## src/hw/rtl/smcu_pkg.sv

```systemverilog
`timescale 1ns / 1ps
// ----------------------------------------------------------------------------
// smcu_pkg
// Shared types, command codes and timing constants for the 8080 stack, I/O
// and machine-control execute unit.
// ----------------------------------------------------------------------------
package smcu_pkg;

  // command codes
  typedef enum logic [3:0] {
    CMD_PUSH      = 4'd0,
    CMD_POP       = 4'd1,
    CMD_XTHL      = 4'd2,
    CMD_SPHL      = 4'd3,
    CMD_IN        = 4'd4,
    CMD_OUT       = 4'd5,
    CMD_EI        = 4'd6,
    CMD_DI        = 4'd7,
    CMD_HLT       = 4'd8,
    CMD_LOAD_PAIR = 4'd9,
    CMD_LOAD_SP   = 4'd10
  } cmd_e;

  // register pair select codes
  typedef enum logic [1:0] {
    SEL_BC  = 2'd0,
    SEL_DE  = 2'd1,
    SEL_HL  = 2'd2,
    SEL_PSW = 2'd3
  } sel_e;

  // clock states per instruction (published 8080 timing)
  localparam logic [4:0] CYC_PUSH = 5'd11;
  localparam logic [4:0] CYC_POP  = 5'd10;
  localparam logic [4:0] CYC_XTHL = 5'd18;
  localparam logic [4:0] CYC_SPHL = 5'd5;
  localparam logic [4:0] CYC_IO   = 5'd10;
  localparam logic [4:0] CYC_INTE = 5'd4;
  localparam logic [4:0] CYC_HLT  = 5'd7;
  localparam logic [4:0] CYC_NONE = 5'd0;

  localparam logic [7:0]  NO_DEVICE_BYTE = 8'hFF;
  localparam logic [15:0] SP_STEP        = 16'd2;

  // stream widths
  localparam int unsigned IN_BITS  = 55;
  localparam int unsigned IN_BYTES = (IN_BITS + 7) / 8;
  localparam int unsigned OUT_BITS  = 89;
  localparam int unsigned OUT_BYTES = (OUT_BITS + 7) / 8;

  // architectural register file
  typedef struct packed {
    logic [7:0]  acc;
    logic [7:0]  flags;
    logic [15:0] bc;
    logic [15:0] de;
    logic [15:0] hl;
    logic [15:0] sp;
    logic        ie;
    logic        halt;
  } arch_state_t;

  // one instruction, field order matches the stream packing
  typedef struct packed {
    logic [15:0] load_value;
    logic [7:0]  stack_high_byte;
    logic [7:0]  stack_low_byte;
    logic        port_in_present;
    logic [7:0]  port_in_data;
    logic [7:0]  port_address;
    logic [1:0]  pair_select;
    logic [3:0]  command;
  } in_item_t;

  // one result, field order matches the stream packing
  typedef struct packed {
    logic        halted;
    logic        interrupts_enabled;
    logic [15:0] stack_pointer;
    logic [15:0] pair_value;
    logic [7:0]  port_out_data;
    logic [7:0]  port_out_address;
    logic        port_write;
    logic [7:0]  mem_high_byte;
    logic [7:0]  mem_low_byte;
    logic [15:0] mem_address;
    logic        mem_write;
    logic [4:0]  cycle_count;
  } out_item_t;

  // read a register pair, psw is accumulator over flags
  function automatic logic [15:0] read_pair(arch_state_t st, logic [1:0] sel);
    logic [15:0] v;
    case (sel)
      SEL_BC:  v = st.bc;
      SEL_DE:  v = st.de;
      SEL_HL:  v = st.hl;
      SEL_PSW: v = {st.acc, st.flags};
      default: v = st.bc;
    endcase
    return v;
  endfunction

endpackage

```

## src/hw/rtl/smcu_exec.sv

```systemverilog
`timescale 1ns / 1ps
// ----------------------------------------------------------------------------
// smcu_exec
// Single-pass execute logic: takes one instruction and the current register
// file, produces the next register file and the result item.
// ----------------------------------------------------------------------------
module smcu_exec
  import smcu_pkg::*;
(
  input  in_item_t    item_i,
  input  arch_state_t state_i,
  output arch_state_t state_o,
  output out_item_t   result_o
);

  arch_state_t nxt;
  out_item_t   res;
  logic [15:0] pair_cur;
  logic [15:0] stack_word;

  assign pair_cur   = read_pair(state_i, item_i.pair_select);
  assign stack_word = {item_i.stack_high_byte, item_i.stack_low_byte};

  // next state and side-effect fields
  always_comb begin
    nxt = state_i;
    res = '0;
    case (item_i.command)
      CMD_PUSH: begin
        nxt.sp            = state_i.sp - SP_STEP;
        res.mem_write     = 1'b1;
        res.mem_address   = state_i.sp - SP_STEP;
        res.mem_low_byte  = pair_cur[7:0];
        res.mem_high_byte = pair_cur[15:8];
        res.cycle_count   = CYC_PUSH;
      end
      CMD_POP: begin
        case (item_i.pair_select)
          SEL_BC:  nxt.bc = stack_word;
          SEL_DE:  nxt.de = stack_word;
          SEL_HL:  nxt.hl = stack_word;
          default: begin
            nxt.acc   = stack_word[15:8];
            nxt.flags = stack_word[7:0];
          end
        endcase
        nxt.sp          = state_i.sp + SP_STEP;
        res.cycle_count = CYC_POP;
      end
      CMD_XTHL: begin
        res.mem_write     = 1'b1;
        res.mem_address   = state_i.sp;
        res.mem_low_byte  = state_i.hl[7:0];
        res.mem_high_byte = state_i.hl[15:8];
        nxt.hl            = stack_word;
        res.cycle_count   = CYC_XTHL;
      end
      CMD_SPHL: begin
        nxt.sp          = state_i.hl;
        res.cycle_count = CYC_SPHL;
      end
      CMD_IN: begin
        // absent device reads as all ones
        nxt.acc         = item_i.port_in_present ? item_i.port_in_data : NO_DEVICE_BYTE;
        res.cycle_count = CYC_IO;
      end
      CMD_OUT: begin
        res.port_write       = 1'b1;
        res.port_out_address = item_i.port_address;
        res.port_out_data    = state_i.acc;
        res.cycle_count      = CYC_IO;
      end
      CMD_EI: begin
        nxt.ie          = 1'b1;
        res.cycle_count = CYC_INTE;
      end
      CMD_DI: begin
        nxt.ie          = 1'b0;
        res.cycle_count = CYC_INTE;
      end
      CMD_HLT: begin
        nxt.halt        = 1'b1;
        res.cycle_count = CYC_HLT;
      end
      CMD_LOAD_PAIR: begin
        case (item_i.pair_select)
          SEL_BC:  nxt.bc = item_i.load_value;
          SEL_DE:  nxt.de = item_i.load_value;
          SEL_HL:  nxt.hl = item_i.load_value;
          default: begin
            nxt.acc   = item_i.load_value[15:8];
            nxt.flags = item_i.load_value[7:0];
          end
        endcase
        res.cycle_count = CYC_NONE;
      end
      CMD_LOAD_SP: begin
        nxt.sp          = item_i.load_value;
        res.cycle_count = CYC_NONE;
      end
      default: begin
        // unknown codes leave the state alone
        res.cycle_count = CYC_NONE;
      end
    endcase
  end

  // status fields report the state after the step
  always_comb begin
    result_o                    = res;
    result_o.pair_value         = read_pair(nxt, item_i.pair_select);
    result_o.stack_pointer      = nxt.sp;
    result_o.interrupts_enabled = nxt.ie;
    result_o.halted             = nxt.halt;
  end

  assign state_o = nxt;

endmodule

```

## src/hw/rtl/smcu_state.sv

```systemverilog
`timescale 1ns / 1ps
// ----------------------------------------------------------------------------
// smcu_state
// Architectural register file: A, flags, BC, DE, HL, SP, interrupt enable
// and halt, all cleared by reset and loaded once per executed instruction.
// ----------------------------------------------------------------------------
module smcu_state
  import smcu_pkg::*;
(
  input  logic        clk_i,
  input  logic        rst_ni,
  input  logic        load_i,
  input  arch_state_t state_i,
  output arch_state_t state_o
);

  arch_state_t state_q;
  arch_state_t state_d;

  // hold unless an instruction retires
  always_comb begin
    state_d = load_i ? state_i : state_q;
  end

  always_ff @(posedge clk_i or negedge rst_ni) begin
    if (!rst_ni) begin
      state_q <= '0;
    end else begin
      state_q <= state_d;
    end
  end

  assign state_o = state_q;

endmodule

```

## src/hw/rtl/stack_and_machine_control_unit_core.sv

```systemverilog
`timescale 1ns / 1ps
// ----------------------------------------------------------------------------
// stack_and_machine_control_unit_core
// Execute unit for the 8080 stack, I/O and machine-control instructions.
// ----------------------------------------------------------------------------
// Each transfer on the slave stream is one instruction; it is captured in an
// input register, executed in a single pass against the register file and
// its result lands in an output register when the instruction executes,
// which waits while the output register is held by the master side.
// One instruction per cycle is sustained unless the master side stalls: the
// input register refills in the same cycle the previous instruction moves to
// the output register, freed by the master-side transfer in that same cycle.
// Stack memory is external: bytes to pop arrive with the instruction and
// bytes to push leave in the result. The program counter is not kept.
module stack_and_machine_control_unit_core
  import smcu_pkg::*;
(
  input  logic                     clk_i,
  input  logic                     rst_ni,
  // command, pair_select, port_address, port_in_data, port_in_present,
  // stack_low_byte, stack_high_byte, load_value
  input  logic [IN_BYTES*8-1:0]    s_axis_tdata_i,
  input  logic                     s_axis_tvalid_i,
  output logic                     s_axis_tready_o,
  // cycle_count, mem_write, mem_address, mem_low_byte, mem_high_byte,
  // port_write, port_out_address, port_out_data, pair_value,
  // stack_pointer, interrupts_enabled, halted
  output logic [OUT_BYTES*8-1:0]   m_axis_tdata_o,
  output logic                     m_axis_tvalid_o,
  input  logic                     m_axis_tready_i
);

  in_item_t    in_q;
  logic        in_valid_q;
  out_item_t   out_q;
  logic        out_valid_q;
  logic        out_free;
  logic        exec_fire;
  logic        in_fire;
  arch_state_t state_cur;
  arch_state_t state_nxt;
  out_item_t   result;

  // handshake control
  assign out_free        = !out_valid_q || m_axis_tready_i;
  assign exec_fire       = in_valid_q && out_free;
  assign s_axis_tready_o = !in_valid_q || exec_fire;
  assign in_fire         = s_axis_tvalid_i && s_axis_tready_o;

  // input register
  always_ff @(posedge clk_i or negedge rst_ni) begin
    if (!rst_ni) begin
      in_valid_q <= 1'b0;
    end else if (s_axis_tready_o) begin
      in_valid_q <= s_axis_tvalid_i;
    end
  end

  always_ff @(posedge clk_i) begin
    if (in_fire) begin
      in_q <= in_item_t'(s_axis_tdata_i[IN_BITS-1:0]);
    end
  end

  // register file
  smcu_state u_state (
    .clk_i   (clk_i),
    .rst_ni  (rst_ni),
    .load_i  (exec_fire),
    .state_i (state_nxt),
    .state_o (state_cur)
  );

  // execute
  smcu_exec u_exec (
    .item_i   (in_q),
    .state_i  (state_cur),
    .state_o  (state_nxt),
    .result_o (result)
  );

  // output register
  always_ff @(posedge clk_i or negedge rst_ni) begin
    if (!rst_ni) begin
      out_valid_q <= 1'b0;
    end else if (out_free) begin
      out_valid_q <= exec_fire;
    end
  end

  always_ff @(posedge clk_i) begin
    if (exec_fire) begin
      out_q <= result;
    end
  end

  assign m_axis_tvalid_o = out_valid_q;
  assign m_axis_tdata_o  = {{(OUT_BYTES*8-OUT_BITS){1'b0}}, out_q};

`ifndef SYNTH
  // an executed instruction always shows up at the output
  a_exec_to_out: assert property (@(posedge clk_i) disable iff (!rst_ni)
    exec_fire |=> out_valid_q)
    else $error("executed instruction did not reach output register");

  // only reset clears the halt flag
  a_halt_sticky: assert property (@(posedge clk_i) disable iff (!rst_ni)
    state_cur.halt |=> state_cur.halt)
    else $error("halt flag cleared without reset");

  // a waiting instruction is not dropped
  a_in_held: assert property (@(posedge clk_i) disable iff (!rst_ni)
    (in_valid_q && !exec_fire) |=> in_valid_q)
    else $error("pending instruction lost");

  // stack write and port write never come from the same instruction
  a_one_write: assert property (@(posedge clk_i) disable iff (!rst_ni)
    out_valid_q |-> !(out_q.mem_write && out_q.port_write))
    else $error("memory and port write in one result");
`endif

endmodule

```

## config.mk

```make
export PLATFORM = sky130hd
export DESIGN_NAME = stack_and_machine_control_unit_core
export DESIGN_NICKNAME = d
export VERILOG_FILES = /design/src/hw/rtl/smcu_pkg.sv /design/src/hw/rtl/smcu_exec.sv /design/src/hw/rtl/smcu_state.sv /design/src/hw/rtl/stack_and_machine_control_unit_core.sv
export SDC_FILE = /design/constraint.sdc
export NUM_CORES = 1
export LEC_CHECK = 0
export BUFFER_PORTS_ARGS = -buffer_cell sky130_fd_sc_hd__buf_2
export CAP_MARGIN = 20
export CORE_ASPECT_RATIO = 1.4
export CORE_UTILIZATION = 32
export CTS_CLUSTER_SIZE = 28
export DETAILED_ROUTE_END_ITERATION = 10
export PLACE_DENSITY = 0.5
export SLEW_MARGIN = 20
export SYNTH_ARGS = -nofsm -noshare
export SYNTH_HDL_FRONTEND = slang
export SYNTH_SLANG_ARGS = --single-unit
```

## constraint.sdc

```tcl
create_clock -name clk_i -period 10.95 [get_ports clk_i]
set_input_delay 0.5475 -clock clk_i [delete_from_list [all_inputs] [get_ports clk_i]]
set_output_delay 0.5475 -clock clk_i [all_outputs]
set_load 0.03 [all_outputs]
```

==> flow_metrics.env, run 1 <==
export IMPL_die_x_um=158.4
export IMPL_vias=8415
export IMPL_syn2layout_area_growth_pct=17.71
export IMPL_timing_final_crit_period_ns=4.125
export IMPL_ys_ff_latch=228
export IMPL_ys_types=65
export IMPL_multiInputGateArea_um2=4165
export IMPL_finalCritPeriodShare_pct=37.67
export IMPL_wire_per_inst_um=20.54
export IMPL_cts_setup_buffers=0
export IMPL_status="complete, no violations"
export IMPL_critPathMaxFanout=48
export IMPL_synth_top_area_share_pct=39.48
export IMPL_slowest_stage="a21oi_2"
export IMPL_crit_type="flip-flop to flip-flop"
export IMPL_numCtsBuffers=25
export IMPL_worst_path_largest_cell_delay_ns=0.85
export IMPL_leakage_nw=5.186
export IMPL_regArea_um2=6426
export IMPL_whs_ns=0.1893
export IMPL_instances_no_fill=1578
export IMPL_drt_pre_antenna_iters=6
export IMPL_finalNetCount=1176
export IMPL_htreeDepth=1
export IMPL_worst_pin_slew_ns=0.9992
export IMPL_grt_pass1_vias=7998
export IMPL_syn_area_per_cell_um2=10.98
export IMPL_clk_latency_ns=0.54
export IMPL_tritoncts="yes"
export IMPL_grt_usage_pct=18.58
export IMPL_gp_congestion=0.8629
export IMPL_skew_ns=0.01641
export IMPL_dp_hpwl_mm=21.85
export IMPL_vias_per_cell=5.333
export IMPL_async_reset_ff_share_pct=36.84
export IMPL_hp_class="primary input to flip-flop"
export IMPL_ys_seq_area_share_pct=58.68
export IMPL_maxCapViolations=0
export IMPL_finalSetupViolations=0
export IMPL_die_area_um2=34980
export IMPL_antenna_cells=0
export IMPL_fmax_ghz=0.2425
export IMPL_synthCells=997
export IMPL_slew_viol_final=0
export IMPL_post_synth_top_count_cell="edfxtp_1"
export IMPL_synth_edff_count=144
export IMPL_crit_chain="buf_4 > nor2_1 > nand2_1 > inv_1 > a21oi_2 > a222oi_1 > a221oi_1"
export IMPL_dp_cells=1531
export IMPL_fin_setup_tns_ns=0
export IMPL_grt_overflow=0
export IMPL_crit_path_start_kind="flip-flop"
export IMPL_die_y_um=220.9
export IMPL_slew_headroom_pct=33.25
export IMPL_placed_cell_area_um2=12070
export IMPL_ios=158
export IMPL_grt_pass1_wl_mm=48.95
export IMPL_drtIter0Drc=801
export IMPL_synth_flop_cell="edfxtp_1"
export IMPL_peakVddDrop_uv=119.7
export IMPL_root_buffer="clkbuf_16"
export IMPL_finalInstanceArea_um2=12890
export IMPL_cp_end_kind="flip-flop"
export IMPL_path_clk_slew_ns=0.06
export IMPL_synthesis_area_um2=10950
export IMPL_wirelength_mm=32.41
export IMPL_coreArea_um2=33510
export IMPL_drc=0
export IMPL_required_ns=11.27
export IMPL_synth_commonest_cells="edfxtp_1 (144), nand2_1 (115), o21ai_0 (114), dfrtp_1 (84), clkbuf_1 (66)"
export IMPL_antenna_found_initial=0
export IMPL_cts_buffer_depth=3
export IMPL_start_util_pct=32.68
export IMPL_rows=79
export IMPL_numPortBuffers=149
export IMPL_yosysTopAreaCell="edfxtp_1"
export IMPL_drive_above_1_share_pct=21.71
export IMPL_grt_max_degree=71
export IMPL_cts_sinks=228
export IMPL_rsz0062_at_grt="false"
export IMPL_nFillCells=3278
export IMPL_antenna_left=0
export IMPL_yosysWarnings=0
export IMPL_synth_area_top_cells="edfxtp_1 (39%), dfrtp_1 (19%), o21ai_0 (5.2%), nand2_1 (3.9%), clkbuf_1 (2.3%)"
export IMPL_finalHoldViolations=0
export IMPL_crit_arrival_ns=4.44
export IMPL_power_density_nw_per_um2=200.3
-- power by group --
group / switching (mW) / internal (mW)
Combinational: 0.346 / 0.203
Sequential: 0.141 / 1.07
Clock: 0.342 / 0.482
-- layer usage --
metal  track usage, %  vias up  share of wire, %
li1                 -     3953                 -
met1            23.40     4138                41
met2            31.92      278                50
met3            2.193       46               4.5
met4            7.506        0               3.6
met5                0        -                 0
-- critical path, delay by kind of cell, from the launching register on --
kind	cells	cell delay, ns
buffers and inverters	2	1.07
AND/OR/NAND/NOR	2	0.99
flip-flops	1	0.33
AO/OA/AOI/OAI	3	1.50
-- through the flow --
step / util, % / setup WS, ns / power, mW
2_1_floorplan: - / 6.806 / 1.599
3_3_place_gp: 36.03 / 6.713 / 1.767
3_5_place_dp: 36.03 / 6.786 / 1.772
4_1_cts: 38.46 / 6.748 / 2.607
5_1_grt: 38.47 / 6.523 / 2.713
6_report: 38.47 / 6.825 / 2.582
-- registers in the layout (all words and copies together), names as in the netlist --
register         cells
in_valid_q           1
m_axis_tdata_o      89
u_state.state_o     82
in_q                55
m_axis_tvalid_o      1
-- cells in the final DEF, fill, tap and decap left out, types with 21 or more instances in the layout --
| master | count |
|---|---|
| dfrtp_1 | 84 |
| and2_1 | 21 |
| nand2b_1 | 22 |
| clkbuf_16 | 26 |
| a22o_1 | 21 |
| edfxtp_1 | 144 |
| buf_2 | 148 |
| a21oi_1 | 46 |
| nor2_1 | 58 |
| a21o_1 | 22 |
| mux2_2 | 21 |
| o21ai_0 | 114 |
| nand2_1 | 115 |
-- layout make-up --
type                    instances  share of cell area (%)
clock inverters                 8                  0.5921
repair buffers                168                   6.930
clock buffers                  38                   5.629
inverters                      12                  0.3688
well taps                     445                   4.319
multi-input cells             679                   32.31
flip-flops and latches        228                   49.85
-- cell families (layout without fill, tap and decap cells) --
logic type / count (synthesis) / count (layout) / synth area share [%]
AOI/OAI and AO/OA: 309 / 309 / 18.47
DFF: 228 / 228 / 58.68
and+or+nand+nor: 306 / 306 / 13.80
buffers and inverters: 96 / 226 / 3.690
adders and majority gates: 2 / 2 / 0.2285
muxes: 40 / 40 / 3.896
xor gates and xnor gates: 15 / 15 / 1.200
other: 1 / 7 / 0.03424
-- path summary, 6_finish.rpt --
kind	start	end	slack, ns	cells after the start
hold reg to reg	u_state.state_o[0]	u_state.state_o[0]	0.46	1
min in group asynchronous	rst_ni	u_state.state_o[3]	0.46	2
setup / recovery	in_q[3]	m_axis_tdata_o[69]	6.83	7
max in group asynchronous	rst_ni	u_state.state_o[13]	9.23	3
hold / removal	s_axis_tdata_i[8]	in_q[8]	0.19	1
setup reg to reg	in_q[3]	m_axis_tdata_o[69]	6.83	7
-- timing repair --
item                      in CTS  in global routing
hold buffers                   1                  0
hold endpoints to repair      19                  0
gates resized for setup        0                  0
(Power assumes the default switching activity.)
==> run 2, diff against run 1 <==
--- a/config.mk
+++ b/config.mk
@@ -11,7 +11,7 @@
 export CORE_UTILIZATION = 32
 export CTS_CLUSTER_SIZE = 28
 export DETAILED_ROUTE_END_ITERATION = 10
-export PLACE_DENSITY = 0.5
+export PLACE_DENSITY = 0.51
 export SLEW_MARGIN = 20
 export SYNTH_ARGS = -nofsm -noshare
 export SYNTH_HDL_FRONTEND = slang
==> constraint.sdc (replaced) <==
create_clock -name clk_i -period 3.53 [get_ports clk_i]
set_input_delay 0.1765 -clock clk_i [delete_from_list [all_inputs] [get_ports clk_i]]
set_output_delay 0.1765 -clock clk_i [all_outputs]
set_load 0.03 [all_outputs]
==> flow_metrics.env, run 2 (same netlist as run 1, synthesis figures left out) <==
export IMPL_syn2layout_area_growth_pct=23.59
export IMPL_timing_final_crit_period_ns=2.602
export IMPL_grt_pass1_wl_mm=49.69
export IMPL_hold_buffers=58
export IMPL_dp_worst_setup_slack_ns=0.9440
export IMPL_rows=79
export IMPL_wire_per_inst_um=19.67
export IMPL_finalCritPeriodShare_pct=73.70
export IMPL_crit_arrival_ns=2.92
export IMPL_vias_per_cell=5.199
export IMPL_mostFrequentLayoutCell="buf_2"
export IMPL_instances_no_fill=1650
export IMPL_grt_pass1_vias=8409
export IMPL_slowest_stage="or3b_2"
export IMPL_setup_slack_ns=0.9285
export IMPL_crit_family="compound AO/OA/AOI/OAI gates"
export IMPL_finalSetupViolations=0
export IMPL_maxCapViolations=0
export IMPL_drtIter0Drc=743
export IMPL_gp_congestion=0.8774
export IMPL_whs_ns=0.3284
export IMPL_cts_resized_gates=0
export IMPL_antenna_cells=0
export IMPL_fin_setup_tns_ns=0
export IMPL_numPortBuffers=149
export IMPL_peakVddDrop_uv=283.8
export IMPL_power_mw=7.962
export IMPL_htreeDepth=1
export IMPL_finalInstanceArea_um2=13540
export IMPL_dp_cells=1546
export IMPL_hp_class="primary input to async pin"
export IMPL_worst_pin_slew_ns=0.9183
export IMPL_finalNetCount=1248
export IMPL_slew_headroom_pct=38.78
export IMPL_final_util_pct=40.39
export IMPL_dp_hpwl_mm=22.62
export IMPL_leakage_nw=5.472
export IMPL_cts_sinks=228
export IMPL_critPathMaxFanout=18
export IMPL_die_x_um=158.4
export IMPL_grt_max_degree=67
export IMPL_die_y_um=220.9
export IMPL_skew_ns=0.02886
export IMPL_clk_latency_ns=0.55
export IMPL_power_density_nw_per_um2=588.2
export IMPL_slew_viol_final=0
export IMPL_numCtsBuffers=25
export IMPL_drive_above_1_share_pct=21.41
export IMPL_tritoncts="yes"
export IMPL_drc=0
export IMPL_crit_type="flip-flop to flip-flop"
export IMPL_nFillCells=3247
export IMPL_cts_setup_buffers=0
export IMPL_finalHoldViolations=0
export IMPL_status="complete, no violations"
export IMPL_crit_chain="or3b_2 > o31ai_1 > buf_4 > a222oi_1 > a221oi_1"
export IMPL_largest_reg_flops=89
export IMPL_final_cell_mix="buf_2 (148), edfxtp_1 (144), nand2_1 (115), o21ai_0 (114), dfrtp_1 (84)"
export IMPL_coreArea_um2=33510
export IMPL_vias=8579
export IMPL_required_ns=3.85
export IMPL_antenna_left=0
export IMPL_antenna_found_initial=0
export IMPL_grt_usage_pct=18.78
export IMPL_crit_path_start_kind="flip-flop"
export IMPL_wirelength_mm=32.46
export IMPL_placed_cell_area_um2=12200
export IMPL_cts_buffer_depth=3
export IMPL_root_buffer="clkbuf_16"
export IMPL_fmax_ghz=0.3844
export IMPL_grt_overflow=0
export IMPL_start_util_pct=32.68
export IMPL_rsz0062_at_grt="false"
export IMPL_die_area_um2=34980
export IMPL_cp_end_kind="flip-flop"
export IMPL_cp_num_buf_inv=1
export IMPL_ios=158
export IMPL_path_clk_slew_ns=0.06
export IMPL_worst_path_largest_cell_delay_ns=0.76
export IMPL_drt_pre_antenna_iters=7
[run 2: changes by cell type in the layout (fill, tap and decap cells not counted), moves of 2 or more]
cell | before | now
buf_4 | 19 | 33
dlygate4sd3_1 | 1 | 58
clkinvlp_4 | 0 | 2
clkbuf_8 | 3 | 1
clkinv_1 | 1 | 3
[run 2: area by class of cell]
cell class	count	area, um2	share of cell area, %
clock buffer	35	694.4	5.130
clock inverter	11	65.06	0.4807
inverter	12	47.55	0.3513
multi-input combinational	679	4156	30.71
sequential	228	6426	47.48
tap	445	556.8	4.114
timing repair buffer	240	1589	11.74
[run 2: routing by layer]
metal / track usage [%] / vias up / wire (um)
li1: - / 4100 / -
met1: 23.86 / 4139 / 13420
met2: 32.47 / 294 / 16590
met3: 2.331 / 46 / 1610
met4: 6.452 / 0 / 830
met5: 0 / - / 0
[run 2: path summary, 6_finish.rpt]
check,from,end,slack (ns),depth (start not counted)
max in group asynchronous,rst_ni,u_state.state_o[9],2.37,3
min in group clk_i,s_axis_tdata_i[52],in_q[52],0.34,2
worst max-delay path,in_q[2],m_axis_tdata_o[70],0.93,5
worst min register to register,u_state.state_o[0],u_state.state_o[0],0.45,1
worst min-delay path,rst_ni,u_state.state_o[0],0.33,2
worst max register to register,in_q[2],m_axis_tdata_o[70],0.93,5
[run 2: power by group]
| group | internal, mW | switching [mW] |
|---|---|---|
| combinational | 0.691 | 1.11 |
| sequential | 3.31 | 0.406 |
| clock | 1.38 | 1.06 |
| total | 5.38 | 2.58 |
[run 2: worst reg2reg max path: stages, from the launching register on]
cell and delay [ns]:
edfxtp_1 0.58, or3b_2 0.76, o31ai_1 0.31, buf_4 0.25, a222oi_1 0.12, a221oi_1 0.38
==> run 3, diff against run 2 <==
--- a/config.mk
+++ b/config.mk
@@ -11,7 +11,7 @@
 export CORE_UTILIZATION = 32
 export CTS_CLUSTER_SIZE = 28
 export DETAILED_ROUTE_END_ITERATION = 10
-export PLACE_DENSITY = 0.51
+export PLACE_DENSITY = 0.5
 export SLEW_MARGIN = 20
 export SYNTH_ARGS = -nofsm -noshare
 export SYNTH_HDL_FRONTEND = slang
==> constraint.sdc (replaced) <==
create_clock -name clk_i -period 2.6 [get_ports clk_i]
set_input_delay 0.13 -clock clk_i [delete_from_list [all_inputs] [get_ports clk_i]]
set_output_delay 0.13 -clock clk_i [all_outputs]
set_load 0.03 [all_outputs]
==> flow_metrics.env, run 3 (same netlist as run 1, synthesis figures left out) <==
export IMPL_cts_setup_buffers=0
export IMPL_syn2layout_area_growth_pct=27.72
export IMPL_antenna_cells=0
export IMPL_grt_busiest_layer="met2"
export IMPL_slew_headroom_pct=51.77
export IMPL_gr_usage_met3_pct=2.644
export IMPL_slew_viol_final=0
export IMPL_die_x_um=158.4
export IMPL_vias=8730
export IMPL_grt_pass1_vias=8583
export IMPL_wire_per_inst_um=19.74
export IMPL_numCtsBuffers=25
export IMPL_grt_usage_pct=19.11
export IMPL_finalSetupViolations=0
export IMPL_fmax_ghz=0.4089
export IMPL_largest_reg_flops=89
export IMPL_leakage_nw=5.716
export IMPL_drtIter0Drc=771
export IMPL_hp_class="primary input to async pin"
export IMPL_cts_buffer_depth=3
export IMPL_power_density_nw_per_um2=828.0
export IMPL_crit_chain="inv_1 > ha_1 > or3b_1 > or4_1 > and2_1 > o21ai_0 > nand2_1"
export IMPL_fin_setup_tns_ns=0
export IMPL_rows=79
export IMPL_regArea_um2=6426
export IMPL_coreArea_um2=33510
export IMPL_gr_usage_met1_pct=23.61
export IMPL_finalHoldViolations=0
export IMPL_ios=158
export IMPL_path_clk_slew_ns=0.06
export IMPL_htreeDepth=1
export IMPL_grt_max_degree=63
export IMPL_peakVddDrop_uv=428.7
export IMPL_finalNetCount=1281
export IMPL_timing_final_crit_period_ns=2.446
export IMPL_rsz0062_at_grt="false"
export IMPL_maxCapViolations=0
export IMPL_worst_path_largest_cell_delay_ns=0.56
export IMPL_grt_overflow=0
export IMPL_critPathMaxFanout=8
export IMPL_dp_hpwl_mm=23.54
export IMPL_finalCritPeriodShare_pct=94.06
export IMPL_dp_cells=1578
export IMPL_cts_sinks=228
export IMPL_clk_latency_ns=0.54
export IMPL_wirelength_mm=33.22
export IMPL_final_cell_mix="buf_2 (148), edfxtp_1 (144), nand2_1 (115), o21ai_0 (114), dfrtp_1 (84)"
export IMPL_skew_ns=0.02125
export IMPL_root_buffer="clkbuf_16"
export IMPL_drt_pre_antenna_iters=7
export IMPL_instances_no_fill=1683
export IMPL_tritoncts="yes"
export IMPL_slowest_stage="or4_1"
export IMPL_drive_above_1_share_pct=23.91
export IMPL_drc=0
export IMPL_crit_arrival_ns=2.73
export IMPL_die_area_um2=34980
export IMPL_nFillCells=3180
export IMPL_grt_pass1_wl_mm=50.37
export IMPL_mostFrequentLayoutCell="buf_2"
export IMPL_multiInputGateArea_um2=4163
export IMPL_antenna_found_initial=0
export IMPL_crit_type="flip-flop to flip-flop"
export IMPL_required_ns=2.88
export IMPL_start_util_pct=32.68
export IMPL_gp_congestion=0.8991
export IMPL_numPortBuffers=149
export IMPL_die_y_um=220.9
export IMPL_worst_pin_slew_ns=0.7234
export IMPL_crit_path_start_kind="flip-flop"
export IMPL_status="complete, no violations"
export IMPL_grt_use_met2_pct=33.67
export IMPL_antenna_left=0
export IMPL_cp_end_kind="flip-flop"
export IMPL_vias_per_cell=5.187
[run 3: cell count changes in the layout (fill, tap and decap cells not counted), sizes merged]
| cell | previous run | this run |
|---|---|---|
| buf | 182 | 214 |
| clkinvlp | 2 | 3 |
| clkinv | 7 | 9 |
| bufinv | 0 | 6 |
| inv | 14 | 13 |
| clkbuf | 35 | 27 |
| dlygate4sd3 | 58 | 59 |
[run 3: worst paths after layout]
check,from,end,slack [ns],depth (start not counted)
worst min register to register,u_state.state_o[0],u_state.state_o[0],0.45,1
max in group asynchronous,rst_ni,u_state.state_o[55],1.74,3
worst max register to register,u_state.state_o[4],m_axis_tdata_o[84],0.15,7
min in group clk_i,s_axis_tdata_i[38],in_q[38],0.30,2
worst min-delay path,rst_ni,u_state.state_o[5],0.16,2
worst max-delay path,u_state.state_o[4],m_axis_tdata_o[84],0.15,7
[run 3: critical path, delay by kind of cell, from the launching register on]
kind	cells	cell delay, ns
buf+inv	1	0.13
flops	1	0.46
simple gates	4	1.31
compound gates	1	0.14
fa+ha+maj	1	0.16
[run 3: layer usage]
metal / up-vias / share of wire [%]
met1: 4226 / 41
met3: 58 / 4.8
met5: - / 0
met4: 0 / 2.9
li1: 4176 / -
met2: 270 / 51
[run 3: area by class of cell]
class,count,area share (%)
tap,445,3.981
clock inverter,19,1.852
clock buffer,27,4.526
inverter,12,0.3399
multi-input combinational,679,29.76
sequential,228,45.94
timing repair buffer,273,13.60
[run 3: power breakdown]
part,leakage (nW),internal (mW),total (mW),switching [mW]
sequential,2.50,4.50,4.94,0.441
clock,0.426,2.36,3.84,1.48
combinational,2.79,1.11,2.80,1.69
[run 3: timing repair]
action | CTS | global route
endpoints found under the setup margin | 0 | 1
resized for setup | 0 | 1
hold buffers | 59 | 0
endpoints found under the hold margin | 92 | 0
[run 3: through the flow]
stage	utilization, %	area, um2	total power [mW]	setup slack (ns)	hold slack, ns
finish	41.74	13990	11.58	0.1544	0.1587
detailed placement	37.30	12500	7.733	0.1631	0.1815
global route	41.74	13990	12.16	0.06282	0.1959
floorplan	-	10980	6.724	0.02996	-0.1656
global placement	37.30	12500	7.707	0.1711	0.1838
CTS	41.72	13980	11.70	0.1734	0.1584
